File: src/hdl/lpa_pkg.sv
// shared types and constants for the light pattern animator
package lpa_pkg;

    localparam int NUM_PATTERNS_DEF    = 64;
    localparam int MAX_PATTERN_LEN_DEF = 64;
    localparam int QUEUE_DEPTH         = 4;

    localparam int OPCODE_W   = 2;
    localparam int PAT_FLD_W  = 6;
    localparam int POS_FLD_W  = 6;
    localparam int LEVEL_W    = 5;
    localparam int LEN_FLD_W  = 7;
    localparam int WHOLE_W    = 32;
    localparam int FRAC_W     = 8;
    localparam int BRIGHT_W   = 10;
    localparam int CFG_IDX_W  = 1;
    localparam int CFG_DATA_W = 1;

    localparam logic [BRIGHT_W-1:0] EMPTY_VALUE = 10'd264;
    localparam int                  LEVEL_SCALE = 22;

    typedef enum logic [OPCODE_W-1:0] {
        OP_LEVEL  = 2'd0,
        OP_LENGTH = 2'd1,
        OP_TICK   = 2'd2
    } opcode_t;

    typedef enum logic [CFG_IDX_W-1:0] {
        REG_INTERPOLATE = 1'b0,
        REG_FREEZE      = 1'b1
    } cfg_reg_t;

    typedef enum logic [1:0] {
        CMD_LEVEL,
        CMD_LENGTH,
        CMD_TICK
    } cmd_kind_t;

    typedef struct packed {
        cmd_kind_t             kind;
        logic [PAT_FLD_W-1:0]  pat;
        logic [POS_FLD_W-1:0]  pos;
        logic [LEVEL_W-1:0]    level;
        logic [LEN_FLD_W-1:0]  len;
        logic [WHOLE_W-1:0]    whole;
        logic [FRAC_W-1:0]     frac;
    } lpa_cmd_t;

    typedef struct packed {
        logic     valid;
        lpa_cmd_t cmd;
    } lpa_qword_t;

endpackage

File: src/hdl/lpa_queue.sv
// short command queue between front and back
module lpa_queue import lpa_pkg::*; (
    input  logic       clk,
    input  logic       rst_n,
    input  lpa_qword_t push,
    output logic       full,
    output lpa_qword_t head,
    input  logic       pop
);

    localparam int QW = (QUEUE_DEPTH > 1) ? $clog2(QUEUE_DEPTH) : 1;

    lpa_cmd_t          entry_reg [QUEUE_DEPTH];
    logic [QW-1:0]     wr_ptr_reg;
    logic [QW-1:0]     rd_ptr_reg;
    logic [QW:0]       count_reg;
    logic [QW:0]       count_next;
    logic              do_pop;

    assign full       = (count_reg == (QW+1)'(QUEUE_DEPTH));
    assign head.valid = (count_reg != '0);
    assign head.cmd   = entry_reg[rd_ptr_reg];
    assign do_pop     = pop && head.valid;

    always_comb
    begin
        count_next = count_reg;
        if (push.valid && !do_pop)
        begin
            count_next = count_reg + 1'b1;
        end
        else if (do_pop && !push.valid)
        begin
            count_next = count_reg - 1'b1;
        end
    end

    always_ff @(posedge clk or negedge rst_n)
    begin
        if (!rst_n)
        begin
            wr_ptr_reg <= '0;
            rd_ptr_reg <= '0;
            count_reg  <= '0;
        end
        else
        begin
            if (push.valid)
            begin
                wr_ptr_reg <= (wr_ptr_reg == QW'(QUEUE_DEPTH-1)) ? '0 : wr_ptr_reg + 1'b1;
            end
            if (do_pop)
            begin
                rd_ptr_reg <= (rd_ptr_reg == QW'(QUEUE_DEPTH-1)) ? '0 : rd_ptr_reg + 1'b1;
            end
            count_reg <= count_next;
        end
    end

    always_ff @(posedge clk)
    begin
        if (push.valid)
        begin
            entry_reg[wr_ptr_reg] <= push.cmd;
        end
    end

    a_no_overflow: assert property (@(posedge clk) disable iff (!rst_n)
        full |-> !push.valid)
        else $error("queue written while full");

    a_count_range: assert property (@(posedge clk) disable iff (!rst_n)
        count_reg <= (QW+1)'(QUEUE_DEPTH))
        else $error("queue count beyond depth");

    a_count_track: assert property (@(posedge clk) disable iff (!rst_n)
        (push.valid && !do_pop) |=> (count_reg == $past(count_reg) + 1'b1))
        else $error("queue count lost a word");

endmodule

File: config.mk
export PLATFORM = sky130hd
export DESIGN_NAME = lpa_queue
export DESIGN_NICKNAME = d
export VERILOG_FILES = /design/src/hdl/lpa_pkg.sv /design/src/hdl/lpa_queue.sv
export SDC_FILE = /design/constraint.sdc
export NUM_CORES = 1
export LEC_CHECK = 0
export BUFFER_PORTS_ARGS = -buffer_cell sky130_fd_sc_hd__buf_2
export CAP_MARGIN = 15
export CORE_ASPECT_RATIO = 0.9
export CORE_UTILIZATION = 50
export DETAILED_ROUTE_END_ITERATION = 8
export HOLD_SLACK_MARGIN = 0.12
export PLACE_DENSITY = 0.74
export SLEW_MARGIN = 20
export SYNTH_ARGS = -nofsm -noshare
export SYNTH_HDL_FRONTEND = slang
export SYNTH_SLANG_ARGS = --single-unit
File: constraint.sdc
create_clock -name clk -period 2.65 [get_ports clk]
set_input_delay 0.3975 -clock clk [delete_from_list [all_inputs] [get_ports clk]]
set_output_delay 0.3975 -clock clk [all_outputs]
set_load 0.1 [all_outputs]
==> results of run 1 <==
logic make-up (layout without fill, tap and decap cells):
group | after synthesis | in the layout | share of synthesized area (%)
compound gates | 2 | 2 | 0.101
simple gates | 12 | 12 | 0.616
buf+inv | 18 | 268 | 1.44
flops | 271 | 271 | 81.4
fa+ha+maj | 7 | 7 | 0.955
xor+xnor | 3 | 3 | 0.264
mux | 69 | 69 | 15.3
cell usage after synthesis, drive strengths merged:
cell type | n | share of area (%)
xor2 | 2 | 0.18
and2 | 4 | 0.25
buf | 15 | 1.3
nor2 | 3 | 0.11
nand2 | 3 | 0.11
o21ai | 2 | 0.10
inv | 3 | 0.11
ha | 6 | 0.75
or3 | 1 | 0.063
fa | 1 | 0.20
mux4 | 66 | 15
xnor2 | 1 | 0.088
dfrtp | 7 | 1.8
nor3b | 1 | 0.075
mux2 | 3 | 0.34
edfxtp | 264 | 80
routing by layer:
| layer | vias up | routed length, um | global-route usage (%) |
|---|---|---|---|
| li1 | 2101 | - | - |
| met1 | 2458 | 7660 | 24.4 |
| met2 | 139 | 9480 | 32.7 |
| met3 | 39 | 900 | 3.29 |
| met4 | 0 | 532 | 6.11 |
| met5 | - | 0 | 0 |
worst max-delay path, cell delays in order (launching register included):
cell and delay [ns]:
dfrtp_4 0.48, clkbuf_16 0.26, mux4_2 0.53, buf_2 0.31
area by class of cell:
cell class	instances	area share, %
flip-flops and latches	271	64.1
multi-input cells	93	13.7
repair buffers	216	12.4
clock buffers	31	5.46
well taps	250	2.47
clock inverters	18	1.75
inverters	3	0.0891
final timing paths:
check / slack, ns / to / startpoint / cells after the start
max in group asynchronous: 2.22 / rd_ptr_reg[0] / rst_n / 2
max reg2reg: 0.41 / count_reg[2] / count_reg[0] / 8
min: 0.21 / wr_ptr_reg[1] / push[66] / 2
min reg2reg: 0.49 / count_reg[2] / count_reg[2] / 1
min in group asynchronous: 0.24 / wr_ptr_reg[0] / rst_n / 2
max: 0.13 / head[0] / rd_ptr_reg[0] / 3
per-stage QoR:
step / cells / area [sq um] / util (%)
2_1_floorplan: 382 / 9960 / -
3_3_place_gp: 764 / 11000 / 56.9
3_5_place_dp: 764 / 11000 / 56.9
4_1_cts: 881 / 12600 / 65.2
5_1_grt: 882 / 12600 / 65.4
6_report: 882 / 12600 / 65.4
repair_timing:
action,in CTS,in global routing
hold buffers,67,0
endpoints found under the hold margin,271,0
setup endpoints to repair,6,42
resized for setup,1,1
setup buffers,1,0
cloned,0,1
==> results_dict.tcl, run 1 <==
set metrics [dict create \
    fin_crit_sh_pct 95.0 \
    rows 48 \
    slew_viol_final 0 \
    synthCells 382 \
    max-cap-violations 0 \
    grt_pass1_vias 5229 \
    fmax_mhz 397 \
    vias 4737 \
    syn_area_per_cell_sq_um 26.1 \
    startpoint_type "register" \
    wl_per_cell_um 21.1 \
    portBuffers 137 \
    yosysSeqAreaShare_pct 81.4 \
    status "complete, no violations" \
    drc 0 \
    first_pass_iters 4 \
    grt-ovfl-total 0 \
    arrival_ns 2.12 \
    nFillCells 1290 \
    preCtsSetupSlack_ns 0.427 \
    htree_levels 1 \
    start_util_pct 51.5 \
    grt_pass1_wl_um 28900 \
    cts.clk_slew.worst_paths_ns 0.06 \
    fin_crit_ns 2.52 \
    ios 138 \
    synth_fp_nets 459 \
    grt.total_usage_pct 18.9 \
    largest_reg_flops 264 \
    relSlewSlack_pct 62.0 \
    min_path_type "in2reg" \
    grt_setup_unrepaired "no" \
    setup_viol_count_final 0 \
    grt_max_degree 45 \
    synth.yosys.warnings 0 \
    clock_skew_ns 0.00864 \
    critPathKind "reg2out" \
    antenna_found_initial 0 \
    mostFrequentLayoutCells "edfxtp_1 (264), buf_2 (136), dlygate4sd3_1 (67)" \
    cts_made_buffers 27 \
    worst_slack_ns 0.132 \
    finalNetCount 689 \
    synth-seq-cells 271 \
    synth.cell_area_sq_um 9960 \
    ys_types 20 \
    routed_wl_um 18600 \
    cts_tree "built" \
    clk_path_buf_depth 3 \
    cp_max_fo 21 \
    clock_latency_ns 0.52 \
    cp-end-kind "output port" \
    cts.sinks 271 \
    via_per_inst 5.37 \
    worstPathRequired_ns 2.25 \
    tightestPinTransition_ns 0.569 \
    mostFrequentLayoutCell "edfxtp_1" \
    fp.coreArea_sq_um 19300 \
    seq_area_sq_um 8110 \
    ctsRootBufferMaster "clkbuf_16" \
    area_growth_pct 26.9 \
    setup_tns_ns 0 \
    postRouteAntennaNets 0 \
    dieArea_sq_um 20500 \
    hold-worst-slack_ns 0.210 \
    place_congestion 0.674 \
    drt_iter0_drc 308 \
    multi_input_area_sq_um 1730 \
    finalHoldViolCount 0 \
    dp.final_hpwl_um 10600 \
    fp.dieH_um 136 \
    die_w_um 151 \
    drive_gt1_share_pct 41.8 \
    diodes 0 \
]
Power of run 1 is not shown: default switching activity piles up to over one toggle a cycle in this logic, so the estimate is an artifact.
==> run 2: changes to the inputs <==
--- a/config.mk
+++ b/config.mk
@@ -11,8 +11,8 @@
 export CORE_UTILIZATION = 50
 export DETAILED_ROUTE_END_ITERATION = 8
 export HOLD_SLACK_MARGIN = 0.12
-export PLACE_DENSITY = 0.74
-export SLEW_MARGIN = 20
+export PLACE_DENSITY = 0.83
+export SLEW_MARGIN = 10
 export SYNTH_ARGS = -nofsm -noshare
 export SYNTH_HDL_FRONTEND = slang
 export SYNTH_SLANG_ARGS = --single-unit
==> results_dict.tcl, run 2 (synthesis results as in run 1) <==
set metrics [dict create \
    ios 138 \
    min_path_type "in2reg" \
    dr_wl_met3_um 1110 \
    clk_path_buf_depth 3 \
    routed_wl_um 18300 \
    routed.top_layer "met4" \
    fin_cells 885 \
    arrival_ns 2.18 \
    grt_pass1_vias 5207 \
    drt_iter0_drc 232 \
    critPathMaxStageDelay_ns 0.59 \
    dpl.cell_count 764 \
    met2_length_um 9580 \
    startpoint_type "register" \
    postRouteAntennaNets 0 \
    grt_max_degree 38 \
    vias 4674 \
    portBuffers 137 \
    crit_chain "buf_4 -> mux4_2 -> buf_2" \
    dieArea_sq_um 20500 \
    cp_max_fo 18 \
    worst_slack_ns 0.0759 \
    met1_length_um 7300 \
    tightestPinTransition_ns 0.517 \
    cts_made_buffers 28 \
    fin_crit_ns 2.57 \
    mostFrequentLayoutCells "edfxtp_1 (264), buf_2 (134), dlygate4sd3_1 (67)" \
    worstPathRequired_ns 2.25 \
    antenna_found_initial 2 \
    max-cap-violations 0 \
    die_w_um 151 \
    fin_crit_sh_pct 97.1 \
    ctsRootBufferMaster "clkbuf_16" \
    cp_top_family "buffers and inverters" \
    fp.dieH_um 136 \
    critPathKind "reg2out" \
    grt-ovfl-total 0 \
    slew_viol_final 0 \
    preCtsSetupSlack_ns 0.478 \
    place_congestion 0.703 \
    clock_latency_ns 0.52 \
    grt_setup_unrepaired "no" \
    setup_viol_count_final 0 \
    first_pass_iters 5 \
    cts.clk_slew.worst_paths_ns 0.06 \
    cts.sinks 271 \
    status "complete, no violations" \
    drc 0 \
    drive_gt1_share_pct 42.0 \
    cp-end-kind "output port" \
    path_buf_inv 2 \
    area_growth_pct 26.8 \
    wl_per_cell_um 20.6 \
    fp.coreArea_sq_um 19300 \
    via_per_inst 5.28 \
    grt_pass1_wl_um 27900 \
    mostFrequentLayoutCell "edfxtp_1" \
    start_util_pct 51.5 \
    dp.final_hpwl_um 10700 \
    clock_skew_ns 0.00850 \
    htree_levels 1 \
    cts_tree "built" \
    finalNetCount 689 \
    finalHoldViolCount 0 \
    relSlewSlack_pct 65.5 \
    rows 48 \
    grt.total_usage_pct 18.4 \
    fmax_mhz 388 \
    crit_slowest_cell "dfrtp_4" \
    largest_reg_flops 264 \
]
run 2: changes by cell type in the layout (fill, tap and decap cells not counted), moves of 2 or more:
cell / previous run / this run
buf_2: 136 / 134
buf_6: 0 / 3
clkinv_2: 3 / 6
diode_2: 0 / 2
run 2: layout make-up:
type	instances	area, sq um
Fill cell	1266	6710
Multi-Input combinational cell	93	1730
Sequential cell	271	8110
Inverter	3	11.3
Antenna cell	2	5.00
Clock buffer	32	737
Tap cell	250	313
Timing Repair Buffer	215	1530
Clock inverter	19	196
run 2: final timing paths:
path / startpoint / endpoint / slack [ns] / cells past startpoint
worst max-delay path: rd_ptr_reg[1] / head[55] / 0.08 / 3
worst min-delay path: push[66] / wr_ptr_reg[1] / 0.19 / 2
worst max register to register: count_reg[0] / count_reg[2] / 0.44 / 8
worst min register to register: count_reg[2] / count_reg[2] / 0.50 / 1
max in group asynchronous: rst_n / rd_ptr_reg[0] / 2.21 / 2
min in group asynchronous: rst_n / count_reg[1] / 0.26 / 2
run 2: timing repair:
action                                 in CTS  in global routing
setup endpoints to repair                  37                 39
endpoints found under the hold margin     271                  0
gates resized for setup                     3                  2
setup buffers                               1                  0
hold buffers                               67                  0
cloned                                      0                  0
run 2: stage by stage:
stage	instance area (sq um)	hold slack, ns	utilization [%]	TNS, ns
floorplan	9960	0.102	-	0
finish	12600	0.192	65.3	0
global route	12600	0.210	65.3	0
detailed placement	11000	0.244	56.9	0
CTS	12600	0.168	65.3	-0.601
global placement	11000	0.236	56.9	0
run 2: per-layer routing:
layer  track usage (%)  up-vias
li1                  -     2099
met1              22.7     2399
met2              32.3      150
met3              4.90       26
met4              4.56        0
met5                 0        -
Power of run 2 is left out for the same reason.
==> run 3: changes to the inputs <==
--- a/config.mk
+++ b/config.mk
@@ -12,7 +12,9 @@
 export DETAILED_ROUTE_END_ITERATION = 8
 export HOLD_SLACK_MARGIN = 0.12
 export PLACE_DENSITY = 0.83
+export RECOVER_POWER = 25
 export SLEW_MARGIN = 10
 export SYNTH_ARGS = -nofsm -noshare
 export SYNTH_HDL_FRONTEND = slang
 export SYNTH_SLANG_ARGS = --single-unit
+export TNS_END_PERCENT = 50
==> results_dict.tcl, run 3 (synthesis results as in run 1) <==
set metrics [dict create \
    grt_setup_unrepaired "no" \
    min_path_type "in2reg" \
    grt_pass1_wl_um 27900 \
    grt.busiest_layer "met2" \
    max-cap-violations 0 \
    ctsRootBufferMaster "clkbuf_16" \
    mostFrequentLayoutCell "edfxtp_1" \
    relSlewSlack_pct 65.5 \
    met2_usage_pct 32.3 \
    dpl.cell_count 764 \
    portBuffers 137 \
    grt_pass1_vias 5207 \
    cts_tree "built" \
    finalHoldViolCount 0 \
    postRouteAntennaNets 0 \
    clk_path_buf_depth 3 \
    finalNetCount 689 \
    mostFrequentLayoutCells "edfxtp_1 (264), buf_2 (92), dlygate4sd3_1 (67)" \
    cts.sinks 271 \
    cts_made_buffers 28 \
    routed_wl_um 18200 \
    grt-ovfl-total 0 \
    die_w_um 151 \
    setup_viol_count_final 0 \
    tightestPinTransition_ns 0.517 \
    rrSetupSlack_ns 0.44 \
    grtUsageMet3_pct 4.90 \
    ios 138 \
    start_util_pct 51.5 \
    clock_latency_ns 0.52 \
    arrival_ns 2.18 \
    startpoint_type "register" \
    use_met1_pct 22.7 \
    cp-end-kind "output port" \
    fp.coreArea_sq_um 19300 \
    grt_max_degree 38 \
    drt_iter0_drc 229 \
    fin_crit_ns 2.57 \
    crit_slowest_cell "dfrtp_4" \
    antenna_found_initial 2 \
    fmax_mhz 388 \
    cp_max_fo 18 \
    crit_chain "buf_4 -> mux4_2 -> buf_2" \
    slew_viol_final 0 \
    critPathMaxStageDelay_ns 0.59 \
    place_congestion 0.703 \
    htree_levels 1 \
    first_pass_iters 4 \
    cts.clk_slew.worst_paths_ns 0.06 \
    rows 48 \
    via_per_inst 5.30 \
    dp.final_hpwl_um 10700 \
    vias 4687 \
    largest_reg_flops 264 \
    grt.total_usage_pct 18.4 \
    status "complete, no violations" \
    setup_tns_ns 0 \
    critPathKind "reg2out" \
    fin_cells 885 \
    drc 0 \
    drive_gt1_share_pct 35.4 \
    worstPathRequired_ns 2.25 \
    clock_skew_ns 0.00856 \
    fp.dieH_um 136 \
    area_growth_pct 26.3 \
    fin_crit_sh_pct 97.2 \
    dieArea_sq_um 20500 \
    wl_per_cell_um 20.6 \
]
-- run 3: changes by cell type in the layout (fill, tap and decap cells not counted), sizes merged --
cell / previous run / this run
buf: 148 / 106
clkbuf: 32 / 74
-- run 3: worst max-delay path: cells and delay by family (launching register included) --
family	cells	cell delay [ns]
muxes	1	0.26
DFF	1	0.59
buffers and inverters	2	0.79
-- run 3: final cells by class --
type                       instances  area (sq um)
clock inverter                    19           196
clock buffer                      32           737
multi-input combinational         93          1730
fill                            1291          6760
antenna                            2          5.00
timing repair buffer             215          1480
tap                              250           313
sequential                       271          8110
inverter                           3          11.3
-- run 3: worst paths after layout --
kind / start / to / cells past startpoint
min in group asynchronous: rst_n / count_reg[1] / 2
max in group asynchronous: rst_n / rd_ptr_reg[0] / 2
worst max-delay path: rd_ptr_reg[1] / head[55] / 3
worst min register to register: count_reg[2] / count_reg[2] / 1
worst min-delay path: push[66] / wr_ptr_reg[1] / 2
worst max register to register: count_reg[0] / count_reg[2] / 8
-- run 3: per-layer routing --
metal | vias to the layer above | wire length [um] | share of wire, %
met1 | 2412 | 7250 | 40
li1 | 2098 | - | -
met2 | 151 | 9570 | 52
met5 | - | 0 | 0
met3 | 26 | 1130 | 6.2
met4 | 0 | 283 | 1.6
-- run 3: repair_timing --
| action | 4_1_cts | 5_1_grt |
|---|---|---|
| hold endpoints to repair | 271 | 0 |
| setup endpoints to repair | 37 | 39 |
| hold buffers | 67 | 0 |
| buffers inserted | 1 | 0 |
| cloned | 0 | 0 |
| resized for setup | 3 | 2 |
-- run 3: through the flow --
step	hold WS, ns	instance area, sq um	utilization, %	setup WS (ns)
after floorplan	0.102	9960	-	0.0455
after detailed placement	0.244	11000	56.9	0.478
after CTS	0.168	12600	65.3	-0.0385
after global placement	0.236	11000	56.9	0.481
final	0.192	12600	65.1	0.0750
after global routing	0.210	12600	65.0	0.0153
Power of run 3 is left out for the same reason.
